==> src/rtl/core/tlfd_pkg.sv <==
// Shared types and constants of the typed-length frame deframer.
package tlfd_pkg;

  localparam int unsigned MaxFrameWidth = 16;
  localparam int unsigned TypeWidth     = 8;
  localparam int unsigned ByteWidth     = 8;
  localparam int unsigned ApbDataWidth  = 32;
  localparam int unsigned ApbAddrWidth  = 3;

  localparam logic [MaxFrameWidth-1:0] MaxFrameReset = 16'd172;
  localparam logic [TypeWidth-1:0]     ExpTypeReset  = 8'h3c;

  typedef enum logic [0:0] {
    REG_MAX_FRAME = 1'b0,
    REG_EXP_TYPE  = 1'b1
  } reg_index_e;

  typedef enum logic [1:0] {
    EV_DATA       = 2'd0,
    EV_OVERSIZE   = 2'd1,
    EV_WRONG_TYPE = 2'd2,
    EV_ABORT      = 2'd3
  } event_e;

  typedef enum logic [0:0] {
    KIND_BYTE     = 1'b0,
    KIND_NEW_CONN = 1'b1
  } kind_e;

  typedef struct packed {
    kind_e                kind;
    logic [ByteWidth-1:0] rx_byte;
  } in_word_t;

  typedef struct packed {
    event_e               event_res;
    logic [ByteWidth-1:0] data_byte;
    logic                 last;
  } out_word_t;

endpackage

==> src/rtl/core/tlfd_if.sv <==
// Valid/ready channels for received words and deframer results.
interface tlfd_in_if;
  logic               valid;
  logic               ready;
  tlfd_pkg::in_word_t payload;

  modport source (output valid, output payload, input ready);
  modport sink   (input valid, input payload, output ready);
endinterface

interface tlfd_out_if;
  logic                valid;
  logic                ready;
  tlfd_pkg::out_word_t payload;

  modport source (output valid, output payload, input ready);
  modport sink   (input valid, input payload, output ready);
endinterface

==> src/rtl/core/typed_length_frame_deframer.sv <==
// Typed-length frame deframer: header parser, payload pass/skip, result register.
//
// Usage:
//   in_i carries one word per handshake: kind (byte or new connection) and
//   rx_byte. out_o carries at most one result word per input word: a payload
//   byte with last on the final byte of a frame, or a skip/abort event.
//   Frames are a type byte, a 16-bit little-endian length, then the payload.
//   The APB port writes max_frame_bytes (0x0) and expected_type (0x4); write
//   it only while no word is in flight.
// Pipeline and throughput:
//   An accepted word is held in the input register, where the header parser
//   updates its state; its result is then written to the output register,
//   which drives out_o.valid. One word per cycle is sustained: the input
//   register advances whenever the output register is empty or being taken.
// Reset: parser returns to awaiting a type byte, registers take their
//   defaults (172, 0x3c), both pipeline registers empty.
// Stall: when out_o.ready is low with a result held, the input register
//   holds one more word and then in_i.ready drops until the result is taken.
module typed_length_frame_deframer (
  input  logic                               clk_i,
  input  logic                               rst_ni,
  tlfd_in_if.sink                            in_i,
  tlfd_out_if.source                         out_o,
  input  logic                               psel,
  input  logic                               penable,
  input  logic                               pwrite,
  input  logic [tlfd_pkg::ApbAddrWidth-1:0]  paddr,
  input  logic [tlfd_pkg::ApbDataWidth-1:0]  pwdata,
  output logic [tlfd_pkg::ApbDataWidth-1:0]  prdata,
  output logic                               pready
);

  localparam logic [2:0] PH_TYPE   = 3'd0;
  localparam logic [2:0] PH_LEN_LO = 3'd1;
  localparam logic [2:0] PH_LEN_HI = 3'd2;
  localparam logic [2:0] PH_PASS   = 3'd3;
  localparam logic [2:0] PH_SKIP   = 3'd4;

  localparam int unsigned LenW  = tlfd_pkg::MaxFrameWidth;
  localparam int unsigned ByteW = tlfd_pkg::ByteWidth;

  // Configuration registers
  logic [LenW-1:0]                 max_frame_q;
  logic [tlfd_pkg::TypeWidth-1:0]  exp_type_q;
  tlfd_pkg::reg_index_e            reg_idx;
  logic                            cfg_wr;

  assign pready  = 1'b1;
  assign reg_idx = tlfd_pkg::reg_index_e'(paddr[2]);
  assign cfg_wr  = psel && penable && pwrite;

  always_ff @(posedge clk_i or negedge rst_ni) begin
    if (!rst_ni) begin
      max_frame_q <= tlfd_pkg::MaxFrameReset;
      exp_type_q  <= tlfd_pkg::ExpTypeReset;
    end else if (cfg_wr) begin
      unique case (reg_idx)
        tlfd_pkg::REG_MAX_FRAME: max_frame_q <= pwdata[LenW-1:0];
        tlfd_pkg::REG_EXP_TYPE:  exp_type_q  <= pwdata[tlfd_pkg::TypeWidth-1:0];
        default: ;
      endcase
    end
  end

  always_comb begin
    unique case (reg_idx)
      tlfd_pkg::REG_MAX_FRAME:
        prdata = {{(tlfd_pkg::ApbDataWidth-LenW){1'b0}}, max_frame_q};
      tlfd_pkg::REG_EXP_TYPE:
        prdata = {{(tlfd_pkg::ApbDataWidth-tlfd_pkg::TypeWidth){1'b0}}, exp_type_q};
      default: prdata = '0;
    endcase
  end

  // Input register
  logic               in_valid_q;
  tlfd_pkg::in_word_t in_word_q;
  logic               out_valid_q;
  tlfd_pkg::out_word_t out_word_q;
  logic               stage_go;

  // Advance the input register when the output register can take its result.
  assign stage_go   = in_valid_q && (!out_valid_q || out_o.ready);
  assign in_i.ready = !in_valid_q || stage_go;

  always_ff @(posedge clk_i or negedge rst_ni) begin
    if (!rst_ni) begin
      in_valid_q <= 1'b0;
    end else if (in_i.ready) begin
      in_valid_q <= in_i.valid;
    end
  end

  always_ff @(posedge clk_i) begin
    if (in_i.valid && in_i.ready) begin
      in_word_q <= in_i.payload;
    end
  end

  // Parser state
  logic [2:0]               phase_q, phase_d;
  logic [ByteW-1:0]         held_type_q, held_type_d;
  logic [ByteW-1:0]         len_lo_q, len_lo_d;
  logic [LenW-1:0]          left_q, left_d;
  logic                     res_valid;
  tlfd_pkg::out_word_t      res_word;
  logic [LenW-1:0]          hdr_len;

  assign hdr_len = {in_word_q.rx_byte, len_lo_q};

  always_comb begin
    phase_d     = phase_q;
    held_type_d = held_type_q;
    len_lo_d    = len_lo_q;
    left_d      = left_q;
    res_valid   = 1'b0;
    res_word    = '{event_res: tlfd_pkg::EV_DATA, data_byte: '0, last: 1'b0};

    if (in_word_q.kind == tlfd_pkg::KIND_NEW_CONN) begin
      // Drop all header state; report an abort if a frame was open.
      res_valid          = (phase_q >= PH_LEN_LO) && (phase_q <= PH_SKIP);
      res_word.event_res = tlfd_pkg::EV_ABORT;
      phase_d            = PH_TYPE;
      held_type_d        = '0;
      len_lo_d           = '0;
      left_d             = '0;
    end else begin
      unique case (phase_q)
        PH_LEN_LO: begin
          len_lo_d = in_word_q.rx_byte;
          phase_d  = PH_LEN_HI;
        end
        PH_LEN_HI: begin
          if (held_type_q == '0 || hdr_len == '0) begin
            phase_d     = PH_TYPE;
            held_type_d = '0;
            len_lo_d    = '0;
            left_d      = '0;
          end else begin
            left_d = hdr_len;
            // Oversize wins over a type mismatch.
            priority if (hdr_len > max_frame_q) begin
              phase_d            = PH_SKIP;
              res_valid          = 1'b1;
              res_word.event_res = tlfd_pkg::EV_OVERSIZE;
            end else if (held_type_q != exp_type_q) begin
              phase_d            = PH_SKIP;
              res_valid          = 1'b1;
              res_word.event_res = tlfd_pkg::EV_WRONG_TYPE;
            end else begin
              phase_d = PH_PASS;
            end
          end
        end
        PH_PASS, PH_SKIP: begin
          if (left_q <= LenW'(1)) begin
            phase_d     = PH_TYPE;
            held_type_d = '0;
            len_lo_d    = '0;
            left_d      = '0;
          end else begin
            left_d = left_q - LenW'(1);
          end
          if (phase_q == PH_PASS) begin
            res_valid          = 1'b1;
            res_word.data_byte = in_word_q.rx_byte;
            res_word.last      = (left_q <= LenW'(1));
          end
        end
        default: begin
          // Awaiting type; unused codes fall here too.
          held_type_d = in_word_q.rx_byte;
          len_lo_d    = '0;
          left_d      = '0;
          phase_d     = PH_LEN_LO;
        end
      endcase
    end
  end

  always_ff @(posedge clk_i or negedge rst_ni) begin
    if (!rst_ni) begin
      phase_q     <= PH_TYPE;
      held_type_q <= '0;
      len_lo_q    <= '0;
      left_q      <= '0;
    end else if (stage_go) begin
      phase_q     <= phase_d;
      held_type_q <= held_type_d;
      len_lo_q    <= len_lo_d;
      left_q      <= left_d;
    end
  end

  // Output register
  always_ff @(posedge clk_i or negedge rst_ni) begin
    if (!rst_ni) begin
      out_valid_q <= 1'b0;
    end else if (stage_go) begin
      out_valid_q <= res_valid;
    end else if (out_o.ready) begin
      out_valid_q <= 1'b0;
    end
  end

  always_ff @(posedge clk_i) begin
    if (stage_go && res_valid) begin
      out_word_q <= res_word;
    end
  end

  assign out_o.valid   = out_valid_q;
  assign out_o.payload = out_word_q;

`ifndef SYNTHESIS
  a_phase_legal: assert property (@(posedge clk_i) disable iff (!rst_ni)
    phase_q <= PH_SKIP)
    else $error("parser phase out of range");

  a_left_nonzero: assert property (@(posedge clk_i) disable iff (!rst_ni)
    (phase_q == PH_PASS || phase_q == PH_SKIP) |-> left_q != '0)
    else $error("payload phase with no bytes left");

  a_new_conn_clears: assert property (@(posedge clk_i) disable iff (!rst_ni)
    stage_go && in_word_q.kind == tlfd_pkg::KIND_NEW_CONN |=> phase_q == PH_TYPE)
    else $error("new connection did not clear parser");

  a_last_is_data: assert property (@(posedge clk_i) disable iff (!rst_ni)
    out_valid_q && out_word_q.last |-> out_word_q.event_res == tlfd_pkg::EV_DATA)
    else $error("last marker on a non-data result");

  a_last_ends_frame: assert property (@(posedge clk_i) disable iff (!rst_ni)
    stage_go && res_valid && res_word.last |=> phase_q == PH_TYPE)
    else $error("frame did not close after last byte");
`endif

endmodule
==> src/flat_wrapper.sv <==
// flat-port wrapper written by rule: the top's interface ports become plain ports
module typed_length_frame_deframer_flat 
  (clk_i, rst_ni, psel, penable, pwrite, paddr, pwdata, prdata, pready, in_i_valid, in_i_payload, in_i_ready, out_o_valid, out_o_payload, out_o_ready);
  tlfd_in_if in_i_i ();
  tlfd_out_if out_o_i ();
  input  logic clk_i;
  input  logic rst_ni;
  input  logic psel;
  input  logic penable;
  input  logic pwrite;
  input  logic [tlfd_pkg::ApbAddrWidth-1:0] paddr;
  input  logic [tlfd_pkg::ApbDataWidth-1:0] pwdata;
  output logic [tlfd_pkg::ApbDataWidth-1:0] prdata;
  output logic pready;
  input wire logic [$bits(in_i_i.valid)-1:0] in_i_valid;
  input wire logic [$bits(in_i_i.payload)-1:0] in_i_payload;
  output wire logic [$bits(in_i_i.ready)-1:0] in_i_ready;
  output wire logic [$bits(out_o_i.valid)-1:0] out_o_valid;
  output wire logic [$bits(out_o_i.payload)-1:0] out_o_payload;
  input wire logic [$bits(out_o_i.ready)-1:0] out_o_ready;
  assign in_i_i.valid = in_i_valid;
  assign in_i_i.payload = in_i_payload;
  assign in_i_ready = in_i_i.ready;
  assign out_o_valid = out_o_i.valid;
  assign out_o_payload = out_o_i.payload;
  assign out_o_i.ready = out_o_ready;
  typed_length_frame_deframer u_core (.clk_i(clk_i), .rst_ni(rst_ni), .in_i(in_i_i), .out_o(out_o_i), .psel(psel), .penable(penable), .pwrite(pwrite), .paddr(paddr), .pwdata(pwdata), .prdata(prdata), .pready(pready));
endmodule
==> config.mk <==
export PLATFORM = sky130hd
export DESIGN_NAME = typed_length_frame_deframer_flat
export DESIGN_NICKNAME = d
export VERILOG_FILES = /design/src/rtl/core/tlfd_pkg.sv /design/src/rtl/core/tlfd_if.sv /design/src/rtl/core/typed_length_frame_deframer.sv /design/src/flat_wrapper.sv
export SDC_FILE = /design/constraint.sdc
export NUM_CORES = 1
export LEC_CHECK = 0
export BUFFER_PORTS_ARGS = -buffer_cell sky130_fd_sc_hd__clkbuf_2
export CORE_MARGIN = 2
export CORE_UTILIZATION = 45
export DETAILED_ROUTE_END_ITERATION = 12
export PLACE_DENSITY = 0.75
export SLEW_MARGIN = 20
export SYNTH_ARGS = -nofsm -noshare
export SYNTH_HDL_FRONTEND = slang
export SYNTH_SLANG_ARGS = --single-unit
==> constraint.sdc <==
create_clock -name clk_i -period 7.2 [get_ports clk_i]
set_input_delay 0.72 -clock clk_i [delete_from_list [all_inputs] [get_ports clk_i]]
set_output_delay 0.72 -clock clk_i [all_outputs]
set_load 0.02 [all_outputs]
==> results.json <==
{
  "synth_edf_count": 20,
  "rr_worst_depth": 7,
  "drt_iter0_drc": 185,
  "fin_nets": 514,
  "power_density_mw_per_mm2": 271,
  "htree_num_levels": 3,
  "status": "complete, no violations",
  "met1_length_um": 4510,
  "grt_pass1_vias": 3062,
  "r2r-end": "u_core.out_o.payload[1]$_SDFFCE_PP0P_",
  "initial_core_util_pct": 46.3,
  "power.leakage_uw": 0.00221,
  "portBuffers": 61,
  "rrSetupSlack_ns": 4.22,
  "grt_first_pass_wirelength_um": 15200,
  "post-cts-setup-buffers": 0,
  "antenna_left": 0,
  "grt_overflow": 0,
  "max_freq_ghz": 0.335,
  "finalSetupViolations": 0,
  "ir_worst_vdd_mv": 0.168,
  "path_clk_slew_ns": 0.08,
  "antenna_found_initial": 0,
  "cts-root-buf": "clkbuf_8",
  "final_util_pct": 51.8,
  "io_pins": 97,
  "synth.largest_area_cell": "dfrtp_1",
  "maxSlewHeadroom_pct": 41.5,
  "fp.coreArea_mm2": 0.00924,
  "cts_buffers": 9,
  "routed_wirelength_um": 9580,
  "fin_crit_sh_pct": 41.4,
  "synth_cell_types": 54,
  "die_area_mm2": 0.0103,
  "viasPerCell": 5.60,
  "worst_pin_slew_ns": 0.873,
  "dp_hpwl_um": 6840,
  "hold_viol": 0,
  "synth_cells": 387,
  "drt-wirelength-per-cell_um": 16.5,
  "drv_cap": 0,
  "area_growth_pct": 11.9,
  "cp_max_fo": 11,
  "highest_layer": "met4",
  "yosysMostFrequentCell": "dfrtp_1",
  "path_cells": "ha_1, nand4_1, nor3_1, a21boi_0, nor4_1, or4_1, nand2_1",
  "cp-start-kind": "flop",
  "yosysSeqAreaShare_pct": 50.0,
  "cts.path.max_buffers": 2,
  "final_layout_size_suffix_gt1_share_pct": 25.8,
  "path_class": "reg -> reg",
  "finClkSkew_ns": 0.0127,
  "diodes": 0,
  "grt_setup_unrepaired": "no",
  "rr_startpoint": "u_core.hdr_len[12]$_DFFE_PP_",
  "slew_violations": 0,
  "worstPathArrival_ns": 2.99,
  "die_w_um": 101,
  "grt_max_degree": 62,
  "synthFlopType": "dfrtp_1",
  "synth_common_cells": "dfrtp_1, mux2_2, inv_1, nor2_1, o21ai_0",
  "synth_top_area_share_pct": 31.0,
  "cp-end-kind": "flop",
  "yosysWarnings": 0,
  "worst_hold_path_type": "in -> async",
  "cts-resized-gates": 0,
  "ys_ff_latch": 81,
  "grt_use_total_pct": 19.6,
  "place_congestion": 0.859,
  "syn-cell-area_mm2": 0.00428,
  "yosys-top-cells-area": "dfrtp_1, edfxtp_1, mux2_2, ha_1, dfstp_2",
  "wl_met2_um": 4120,
  "power.total_uw": 1300,
  "first_pass_iters": 4,
  "cp.required_ns": 7.21,
  "syn_area_per_cell_um2": 11.0,
  "drc": 0,
  "ys_async_sr_fraction_pct": 75.3,
  "period_needed_ns": 2.98,
  "dieHeight_um": 101,
  "fp-row-count": 35,
  "clock_sinks": 81,
  "slowest_delay_ns": 0.57,
  "route.met3.wl_um": 748,
  "slowest_stage": "edfxtp_1",
  "critPathLaunch": "u_core.hdr_len[12]$_DFFE_PP_",
  "tritoncts": "built",
  "nFillCells": 838,
  "cts_hold_buf": 0,
  "crit_path_end": "u_core.out_o.payload[1]$_SDFFCE_PP0P_",
  "clk_latency_ns": 0.36,
  "finalSetupTns_ns": 0,
  "num_vias": 3244
}
-- final cells by class --
class	instances	area, um^2	area share, %
Clock buffer	13	160	3.35
Clock inverter	3	22.5	0.471
Inverter	23	86.3	1.80
Multi-Input combinational cell	268	1900	39.8
Sequential cell	81	2140	44.7
Tap cell	129	161	3.37
Timing Repair Buffer	62	313	6.54
-- cells in the final DEF, fill, tap and decap left out, types with 10 or more instances in the layout --
cell type and n:
dfrtp_1 53, and2_1 10, a221o_1 11, nor4_1 12, clkbuf_2 61, mux2_2 25
inv_1 23, ha_1 18, xnor2_1 12, nor2_1 20, a22o_1 16, nand2_1 20
conb_1 17, edfxtp_1 20, o21ai_0 21
-- routing by layer --
metal  global-route usage (%)  up-vias
li1                         -     1510
met1                     27.5     1559
met2                     28.2      155
met3                     7.04       20
met4                     6.76        0
met5                        0        -
-- through the flow --
step | cell area, um^2 | setup slack [ns] | std cells | hold slack, ns
finish | 4780 | 4.22 | 579 | 0.511
detailed placement | 4600 | 4.28 | 563 | 0.498
floorplan | 4330 | 4.73 | 402 | 0.424
CTS | 4780 | 4.25 | 579 | 0.510
global route | 4780 | 4.00 | 579 | 0.508
global placement | 4600 | 4.29 | 563 | 0.489
-- sequential cells by signal (all words and copies together) (netlist names) --
signal,flops
u_core.exp_type_q,8
u_core.max_frame_q,16
u_core.in_valid_q,1
u_core.out_o.payload,11
u_core.out_o.valid,1
u_core.hdr_len,8
u_core.left_q,16
u_core.phase_q,3
u_core.len_lo_q,8
u_core.in_word_q,1
u_core.held_type_q,8
-- worst max-delay path, delay by kind of cell, from the launching register on --
family | cells | cell delay, ns
AOI/OAI and AO/OA | 1 | 0.25
adders and majority gates | 1 | 0.37
DFF | 1 | 0.57
and+or+nand+nor | 5 | 1.44
-- power breakdown --
part	leakage, uW	switching (uW)	internal, uW
combinational	0.00115	199	154
clock	0.0000893	163	148
sequential	0.000973	79.0	554
total	0.00221	441	855
-- worst min-delay path by stage --
stage                                  startpoint                            endpoint  slack (ns)  cells past startpoint
2_1_floorplan                              rst_ni    u_core.exp_type_q[0]$_DFFE_PN0P_        0.42                      0
3_3_place_gp   u_core.max_frame_q[14]$_DFFE_PN0P_  u_core.max_frame_q[14]$_DFFE_PN0P_        0.49                      1
3_5_place_dp   u_core.max_frame_q[14]$_DFFE_PN0P_  u_core.max_frame_q[14]$_DFFE_PN0P_        0.50                      1
4_1_cts                           in_i_payload[4]        u_core.hdr_len[12]$_DFFE_PP_        0.51                      1
5_1_grt                           in_i_payload[2]        u_core.hdr_len[10]$_DFFE_PP_        0.51                      1
6_report                                   rst_ni   u_core.max_frame_q[1]$_DFFE_PN0P_        0.51                      2
-- logic make-up after synthesis --
group | share of synthesized area (%)
flops | 50.0
xor+xnor | 2.66
compound gates | 14.5
other cells | 0.176
buf+inv | 6.88
simple gates | 13.9
fa+ha+maj | 5.27
mux | 6.58
No activity file was read; power rests on OpenSTA's default activity.
